### config.mk
export PLATFORM = sky130hd
export DESIGN_NAME = rss_cell
export DESIGN_NICKNAME = d
export VERILOG_FILES = /design/src/hdl/rss_pkg.sv /design/src/hdl/rss_cell.sv
export SDC_FILE = /design/constraint.sdc
export NUM_CORES = 1
export LEC_CHECK = 0
export BUFFER_PORTS_ARGS = -buffer_cell sky130_fd_sc_hd__buf_2
export CORE_MARGIN = 3
export CORE_UTILIZATION = 47
export DETAILED_ROUTE_END_ITERATION = 10
export GPL_ROUTABILITY_DRIVEN = 0
export PLACE_DENSITY = 0.81
export SETUP_SLACK_MARGIN = 0.02
export SKIP_CTS_REPAIR_TIMING = 1
export SYNTH_ARGS = -nofsm -noshare
export SYNTH_HDL_FRONTEND = slang
export SYNTH_SLANG_ARGS = --single-unit
### constraint.sdc
create_clock -name clock -period 3.96 [get_ports clock]
set_input_delay 0.99 -clock clock [delete_from_list [all_inputs] [get_ports clock]]
set_output_delay 0.99 -clock clock [all_outputs]
set_load 0.01 [all_outputs]
### src/hdl/rss_pkg.sv
`timescale 1ns / 1ps

package rss_pkg;

   localparam int CAPACITY   = 256;
   localparam int KEY_W      = 32;
   localparam int RANK_W     = 8;
   localparam int STATUS_W   = 2;
   localparam int IDX_W      = $clog2(CAPACITY);
   localparam int CNT_W      = $clog2(CAPACITY + 1);
   localparam int POS_CMP_W  = (CNT_W > RANK_W) ? CNT_W : RANK_W;
   localparam int RANK_ACC_W = (IDX_W > RANK_W) ? IDX_W : RANK_W;

   localparam logic OP_INSERT = 1'b0;
   localparam logic OP_REMOVE = 1'b1;

   localparam logic [STATUS_W-1:0] ST_INSERTED  = 2'd0;
   localparam logic [STATUS_W-1:0] ST_DUPLICATE = 2'd1;
   localparam logic [STATUS_W-1:0] ST_FULL      = 2'd2;

   typedef struct packed {
      logic                    op;
      logic signed [KEY_W-1:0] key;
      logic [RANK_W-1:0]       rank_to_remove;
   } rss_req_type;

   typedef struct packed {
      logic [RANK_W-1:0]   rank;
      logic [STATUS_W-1:0] status;
   } rss_rsp_type;

   typedef struct packed {
      logic                    compare;
      logic                    insert;
      logic                    remove;
      logic signed [KEY_W-1:0] key;
      logic [RANK_W-1:0]       pos;
   } rss_cell_ctrl_type;

   typedef enum logic [1:0] {
      RSS_IDLE,
      RSS_COMPARE,
      RSS_APPLY
   } rss_state_type;

endpackage

### src/hdl/rss_cell.sv
`timescale 1ns / 1ps

module rss_cell import rss_pkg::*; (
   input  logic                    clock,
   input  logic                    reset,
   input  rss_cell_ctrl_type       ctrl,
   input  logic [IDX_W-1:0]        cell_index,
   input  logic signed [KEY_W-1:0] prev_key,
   input  logic                    prev_valid,
   input  logic                    prev_gt,
   input  logic signed [KEY_W-1:0] next_key,
   input  logic                    next_valid,
   output logic signed [KEY_W-1:0] key,
   output logic                    valid,
   output logic                    gt,
   output logic                    eq
);

   logic signed [KEY_W-1:0] key_ff, key_in;
   logic                    valid_ff, valid_in;
   logic                    gt_ff, gt_in;
   logic                    eq_ff, eq_in;
   logic                    at_or_after_pos;

   assign at_or_after_pos = POS_CMP_W'(cell_index) >= POS_CMP_W'(ctrl.pos);

   always_comb begin
      key_in   = key_ff;
      valid_in = valid_ff;
      gt_in    = gt_ff;
      eq_in    = eq_ff;
      if (ctrl.compare) begin
         gt_in = valid_ff && (key_ff > ctrl.key);
         eq_in = valid_ff && (key_ff == ctrl.key);
      end
      if (ctrl.insert && !gt_ff) begin
         if (prev_gt) begin
            key_in   = ctrl.key;
            valid_in = 1'b1;
         end else begin
            key_in   = prev_key;
            valid_in = prev_valid;
         end
      end
      if (ctrl.remove && at_or_after_pos) begin
         key_in   = next_key;
         valid_in = next_valid;
      end
   end

   always_ff @(posedge clock) begin
      if (reset) begin
         valid_ff <= 1'b0;
         gt_ff    <= 1'b0;
         eq_ff    <= 1'b0;
      end else begin
         valid_ff <= valid_in;
         gt_ff    <= gt_in;
         eq_ff    <= eq_in;
      end
      key_ff <= key_in;
   end

   assign key   = key_ff;
   assign valid = valid_ff;
   assign gt    = gt_ff;
   assign eq    = eq_ff;

endmodule

==> After elaboration in Yosys (flattened, before gate mapping) <==
Index checks and enable logic that the tools add are counted.
{ "totals": {"regBits": 35, "inputBits": 120, "elab_cells": 19} }
{ "classes": {"magnitude_cmp": 2, "n_eq_ne": 1, "muxes": 6, "reduce_logical": 6} }
{ "op_table": {"columns": ["operator", "count"], "rows": [
  ["$mux 32", 3],
  ["$eq 32x32->1", 1],
  ["$gt 32x32->1", 1],
  ["$ge 8x8->1", 1],
  ["$logic_and 1x1->1", 4],
  ["$mux 1", 3],
  ["$reduce_bool 2->1", 1],
  ["$logic_not 1->1", 1]
]} }

==> Depth between registers and ports, before layout <==
Gate-level depths: netlist of run 1.
{ "depth": {"word_depth": 4, "ltp_mapped": 9} }

==> Worst setup path after synthesis of run 1 <==
Ideal clock, no wire load.
{ "synth_path": {"path_type": "input to register", "start": "input port cell_index[0]", "end": "register key_ff[0], in the netlist key[0], enable pin", "setup_time_ns": 0.478, "arrival_time_ns": 2.735, "required_time_ns": 3.482, "setup_slack_ns": 0.747, "cell_stages": 9, "path_buffers": 1, "path_cell_list": "inv_1 ha_1 nand2b_1 a21o_1 a211oi_2 o21ai_2 nand2_4 buf_12 nand2_1"} }
{ "synth_via": {"elab_chain_cells": 3} }
{ "synth_rtl": {"columns": ["element", "line", "text"], "rows": [
  ["start, declared", "rss_cell.sv:7", "input logic [IDX_W-1:0] cell_index,"],
  ["$ge 8x8->1", "rss_cell.sv:25", "assign at_or_after_pos = POS_CMP_W'(cell_index) >= POS_CMP_W'(ctrl.pos);"],
  ["$logic_and 1x1->1", "rss_cell.sv:45", "if (ctrl.remove && at_or_after_pos) begin"],
  ["$reduce_bool 2->1 (no line)", null, null],
  ["end signal, assigned", "rss_cell.sv:61", "key_ff <= key_in;"],
  ["end, declared", "rss_cell.sv:19", "logic signed [KEY_W-1:0] key_ff, key_in;"]
]} }
Every way passes these cells.
A chain may end at the register's enable or synchronous reset.

==> Worst setup path in the final report of run 1 <==
{ "layout_path": {"start": "input port ctrl[0] (netlist bit)", "end": "register key_ff[1], in the netlist key[1], enable pin"} }
{ "layout_via": {"elab_chain_cells": 3} }
{ "layout_rtl": {"columns": ["element", "line", "text"], "rows": [
  ["start, declared", "rss_cell.sv:6", "input rss_cell_ctrl_type ctrl,"],
  ["$ge 8x8->1", "rss_cell.sv:25", null],
  ["$logic_and 1x1->1", "rss_cell.sv:45", null],
  ["$reduce_bool 2->1 (no line)", null, null]
]} }
Every way passes these cells.

==> results of run 1 <==
[worst min path at each step]
stage / startpoint / to / slack, ns
3_5_place_dp: eq / eq / 0.58
6_report: eq / eq / 0.59
2_1_floorplan: eq / eq / 0.60
4_1_cts: eq / eq / 0.59
3_3_place_gp: eq / eq / 0.57
5_1_grt: eq / eq / 0.64
[metal layers]
layer / track usage / up-vias / part of all wire
met1: 0.209 / 1154 / 0.38
li1: - / 1272 / -
met2: 0.348 / 94 / 0.53
met4: 0.0496 / 0 / 0.016
met5: 0 / - / 0
met3: 0.0532 / 13 / 0.080
[area by class of cell]
| class | instances | area, µm² |
|---|---|---|
| inverters | 45 | 169 |
| clock buffers | 5 | 68.8 |
| repair buffers | 156 | 786 |
| multi-input cells | 178 | 1790 |
| well taps | 75 | 93.8 |
| fillers | 525 | 2160 |
| clock inverters | 2 | 8.76 |
| flip-flops and latches | 35 | 1020 |
[kinds of logic after synthesis]
| group | after synthesis | share of synthesized area |
|---|---|---|
| AOI/OAI and AO/OA | 40 | 0.0876 |
| adders and majority gates | 40 | 0.164 |
| muxes | 65 | 0.275 |
| and+or+nand+nor | 33 | 0.0594 |
| DFF | 35 | 0.334 |
| buffers and inverters | 52 | 0.0803 |
[placed cells by master, fill, tap and decap left out, types with 2 or more instances in the layout]
cell,count
nand2_1,8
buf_4,2
nor3b_1,2
a21oi_1,14
nor2_1,5
inv_1,45
nor4_1,2
ha_1,40
a211oi_1,2
nor2b_1,2
nand3_1,2
mux2_2,35
mux2_4,29
o211ai_1,2
o21ai_0,7
nand2b_1,3
edfxtp_1,32
dfxtp_1,3
a21o_1,3
clkbuf_8,5
nand4_1,6
buf_2,154
[worst reg2reg max path, stage by stage, from the launching register on]
cell and delay, ns:
edfxtp_1 0.41, ha_1 0.32, nand4_1 0.16, nor4_1 0.45
a21boi_1 0.26, o31ai_1 0.11, mux2i_1 0.18, nor2_1 0.05
[registers in the layout, summed over array words and instances, names as in the netlist]
| name | cells |
|---|---|
| key | 32 |
| eq | 1 |
| gt | 1 |
| valid | 1 |
[power by group through the flow]
stage	clock network [mW]	logic, mW	registers, mW
2_1_floorplan	0	0.244	0.511
3_3_place_gp	0	0.393	0.489
3_5_place_dp	0	0.408	0.491
4_1_cts	0.247	0.410	0.483
5_1_grt	0.269	0.449	0.489
6_report	0.240	0.405	0.483
[metrics by stage]
step / std cells / instance area, µm²
floorplan: 265 / 3060
global placement: 489 / 3860
detailed placement: 489 / 3860
CTS: 496 / 3940
global route: 496 / 3940
finish: 496 / 3940
==> run_results.csv, run 1 <==
group,metric,value,unit
grt,antenna_found_initial,0,
drt,vias_per_cell,5.11,
timing,relSlewSlack,0.468,
cells_and_area,finalNetCount,581,
power,p_int,795,µW
timing,finClkSkew,0.00328,ns
synth,ys_seq_elements,35,
critical_path,rr_endpoint,"gt",
run,max_cap_violations,0,
clock_network,numCtsBuffers,5,
timing,finalSetupViolCount,0,
placement,io_buffers,154,
clock_network,htree_levels,2,
drt,drc,0,
min_path,hold_depth,3,
floorplanning,ios,155,
cells_and_area,final_layout_size_suffix_gt1_frac,0.551,
timing,period_share,0.728,
power,powerDensity,287,nW/µm²
power,peakVddDrop,0.209,mV
drt,drt_first_pass_iters,4,
critical_path,startpoint_type,"input port",
timing,final.setup.tns,0,ns
critical_path,path_class,"input port to flip-flop",
floorplanning,placementRows,28,
placement,dpl.hpwl,5980,µm
critical_path,path_depth,9,
timing,max_freq,0.347,GHz
drt,wire_per_inst,14.3,µm
clock_network,clk_latency,0.28,ns
synth,synth_top_cell_by_area,"edfxtp_1",
floorplanning,die_area,7500,µm²
power,p_leak,2.11,nW
synth,yosysWarningCount,0,
timing,rsz0062_at_grt,"no",
outcome,status,"finished, final reports clean",
critical_path,reg2regPathDepth,7,
synth,synth_commonest_cells,"45 x inv_1, 40 x ha_1, 35 x mux2_2",
clock_network,cts_max_path_buffers,2,
placement,place_ws,0.746,ns
cells_and_area,n_antenna_cell,0,
drt,vias,2533,
critical_path,arrival,2.91,ns
synth,async_reset_ff_frac,0,
grt,grt.total_usage,0.188,
critical_path,cp_num_buf_inv,2,
grt,grt_overflow,0,
synth,syn_nets,425,
grt,grt_max_degree,34,
power,p_comb_frac,0.359,
synth,synth_area_leaders,"edfxtp_1 31%, ha_1 16%, mux2_4 14%",
power,p_seq_frac,0.428,
synth,synth_seq_area_share,0.334,
timing,hold_violations,0,
timing,maxSlewViolCount,0,
power,p_clk_frac,0.213,
synth,postSynthCellCount,265,
timing,setup_ws,1.08,ns
critical_path,r2r_slack,1.90,ns
clock_network,cts-root-buf,"clkbuf_8",
floorplanning,fp.dieW,86.6,µm
synth,syn_area,3060,µm²
synth,synth.top_cell.area_share,0.314,
synth,yosysMostFrequentCell,"inv_1",
floorplanning,initial_utilization,0.501,
synth,synth_edf_count,32,
synth,synth-main-ff-cell,"edfxtp_1",
grt,grt_pass1_wl,11000,µm
critical_path,worstSetupStartpoint,"ctrl[0]",
timing,post-route-min-period,2.88,ns
min_path,min_path_type,"flip-flop to flip-flop",
critical_path,critical_path.top_delay_family,"simple AND/OR/NAND/NOR gates",
critical_path,required,3.98,ns
critical_path,crit_fanout,33,
drt,first_iter_violations,102,
floorplanning,coreArea,6100,µm²
timing,hold_slack,0.592,ns
critical_path,cp_slowest_stage_delay,0.47,ns
drt,ant_nets,0,
timing,worst_pin_slew,0.797,ns
power,p_sw_frac,0.295,
drt,totalWireLength,7090,µm
floorplanning,die_h,86.6,µm
clock_network,clk_pin_slew,0.07,ns
critical_path,crit_slowest_cell,"nand2_4",
synth,avgSynthCellArea,11.5,µm²
critical_path,r2r-start,"key[13]",
cells_and_area,fin_util,0.646,
critical_path,cp-end-kind,"flip-flop",
synth,synth.distinct_cells,38,
power,power.switching,333,µW
power,total_power,1.13,mW
grt,grt_pass1_vias,2541,
cells_and_area,area_growth,28.8,%
clock_network,cts_tree,"built",
critical_path,crit_end,"key[1]",
critical_path,crit_chain,"buf_2 > ha_1 > nand2b_1 > a21o_1 > a211oi_2 > o21ai_2 > nand2_4 > nand2_1 > buf_4",
clock_network,cts.sinks,35,
Power figures use the tool's default switching activity.
==> inputs of run 2 (changes only) <==
==> constraint.sdc (replaced) <==
create_clock -name clock -period 2.75 [get_ports clock]
set_input_delay 0.6875 -clock clock [delete_from_list [all_inputs] [get_ports clock]]
set_output_delay 0.6875 -clock clock [all_outputs]
set_load 0.01 [all_outputs]
==> run 2 against run 1 <==
Compared with the run above: via count grew 2.5%; wire length grew 4.1%; cell area grew 2.3%; combinational power grew 51%; clock skew grew 0.0048 ns; critical path depth is the same; register-to-register slack lost 1.2 ns; sequential power grew 44%; sequential share of layout area shrank 0.58 points; largest cell class unchanged; highest routed layer unchanged.
==> run_results.csv, run 2 (synthesis gave the netlist of run 1 again) <==
group,metric,value,unit
outcome,status,"finished, final reports clean",
floorplanning,ios,155,
drt,first_iter_violations,75,
clock_network,cts_max_path_buffers,2,
drt,totalWireLength,7380,µm
floorplanning,coreArea,6100,µm²
grt,gr-usage-met2,0.378,
cells_and_area,fin_util,0.661,
cells_and_area,final_layout_size_suffix_gt1_frac,0.553,
critical_path,path_class,"input port to flip-flop",
timing,rsz0062_at_grt,"no",
floorplanning,fp.dieW,86.6,µm
cells_and_area,layout_commonest_cell,"buf_2",
power,p_sw_frac,0.296,
critical_path,crit_fanout,16,
critical_path,arrival,2.37,ns
critical_path,critical_path.top_delay_family,"compound AO/OA/AOI/OAI gates",
power,powerDensity,412,nW/µm²
cells_and_area,most-common-layout-cells,"154 x buf_2, 45 x inv_1, 40 x ha_1",
timing,max_freq,0.427,GHz
clock_network,numCtsBuffers,5,
power,p_comb_frac,0.369,
grt,gr-usage-met1,0.212,
floorplanning,placementRows,28,
drt,ant_nets,0,
critical_path,crit_chain,"buf_2 > ha_1 > nand2b_1 > a21o_1 > a211oi_2 > o21ai_2 > nand2_4 > buf_12 > mux2_2",
drt,drt_first_pass_iters,4,
grt,grt_pass1_vias,2620,
grt,grt_overflow,0,
power,p_seq_frac,0.419,
floorplanning,die_h,86.6,µm
critical_path,cp-end-kind,"flip-flop",
timing,finClkSkew,0.00811,ns
timing,period_share,0.851,
timing,relSlewSlack,0.656,
placement,io_buffers,154,
clock_network,clk_latency,0.28,ns
cells_and_area,finalNetCount,584,
run,max_cap_violations,0,
cells_and_area,area_growth,31.8,%
clock_network,cts.sinks,35,
grt,antenna_found_initial,0,
cells_and_area,largest_reg_flops,32,
cells_and_area,n_antenna_cell,0,
timing,post-route-min-period,2.34,ns
critical_path,cp_num_buf_inv,2,
clock_network,htree_levels,2,
power,peakVddDrop,0.330,mV
min_path,min_path_type,"flip-flop to flip-flop",
power,p_clk_frac,0.213,
critical_path,cp_slowest_stage_delay,0.34,ns
clock_network,cts_tree,"built",
drt,wire_per_inst,14.8,µm
grt,grt_max_degree,18,
clock_network,clk_pin_slew,0.07,ns
power,power.switching,492,µW
timing,maxSlewViolCount,0,
floorplanning,initial_utilization,0.501,
critical_path,crit_slowest_cell,"mux2_2",
timing,hold_violations,0,
grt,use_met3,0.0447,
cells_and_area,fillCellCount,522,
grt,grt.total_usage,0.194,
timing,finalSetupViolCount,0,
floorplanning,die_area,7500,µm²
power,p_leak,2.15,nW
clock_network,cts-root-buf,"clkbuf_8",
grt,grt_pass1_wl,11600,µm
grt,top_usage_layer,"met2",
critical_path,required,2.78,ns
critical_path,startpoint_type,"input port",
drt,drc,0,
power,p_int,1.17,mW
placement,place_ws,0.119,ns
timing,hold_slack,0.589,ns
power,total_power,1.66,mW
timing,worst_pin_slew,0.511,ns
placement,dpl.hpwl,6350,µm
timing,setup_ws,0.410,ns
drt,vias_per_cell,5.19,
drt,vias,2596,
timing,final.setup.tns,0,ns
## run 2: cell types whose count changed in the layout (fill, tap and decap cells not counted)
cell / before / now
buf_12: 0 / 5
buf_4: 2 / 0
clkbuf_1: 0 / 1
clkinv_1: 1 / 2
clkinv_2: 1 / 0
nand2_1: 8 / 7
nand2_2: 0 / 1
## run 2: power groups by stage
stage                     registers (mW)  logic [mW]  clock network, mW
after floorplan                    0.735       0.352                  0
after global placement             0.704       0.590                  0
after detailed placement           0.707       0.616                  0
after CTS                          0.695       0.620              0.362
after global routing               0.702       0.678              0.391
final                              0.695       0.612              0.353
## run 2: path summary, 6_finish.rpt
check / slack [ns] / to / startpoint / depth (start not counted)
setup / recovery: 0.41 / key[0] / ctrl[0] / 9
hold / removal: 0.59 / eq / eq / 3
setup reg to reg: 0.72 / gt / key[27] / 7
hold reg to reg: 0.59 / eq / eq / 3
## run 2: cell type report
cell class / instances / area [µm²] / share of cell area
Clock buffer: 6 / 72.6 / 0.0180
Timing Repair Buffer: 159 / 871 / 0.216
Clock inverter: 2 / 7.51 / 0.00186
Tap cell: 75 / 93.8 / 0.0233
Inverter: 45 / 169 / 0.0420
Sequential cell: 35 / 1020 / 0.254
Multi-Input combinational cell: 178 / 1790 / 0.445
## run 2: metal layers
layer	vias to the layer above	wire, µm
li1	1275	-
met1	1222	2770
met4	0	63
met2	93	3990
met3	6	555
met5	-	0
## run 2: per-stage QoR
stage	std cells	area, µm²
floorplan	265	3060
global placement	492	3950
detailed placement	492	3950
CTS	500	4030
global route	500	4030
finish	500	4030
## run 2: worst reg2reg max path, cell delays in order, from the launching register on
cell	delay, ns
edfxtp_1	0.39
ha_1	0.34
nand4_1	0.17
nor4_1	0.53
nand2b_1	0.17
o31ai_1	0.07
mux2i_1	0.18
nor2_1	0.06
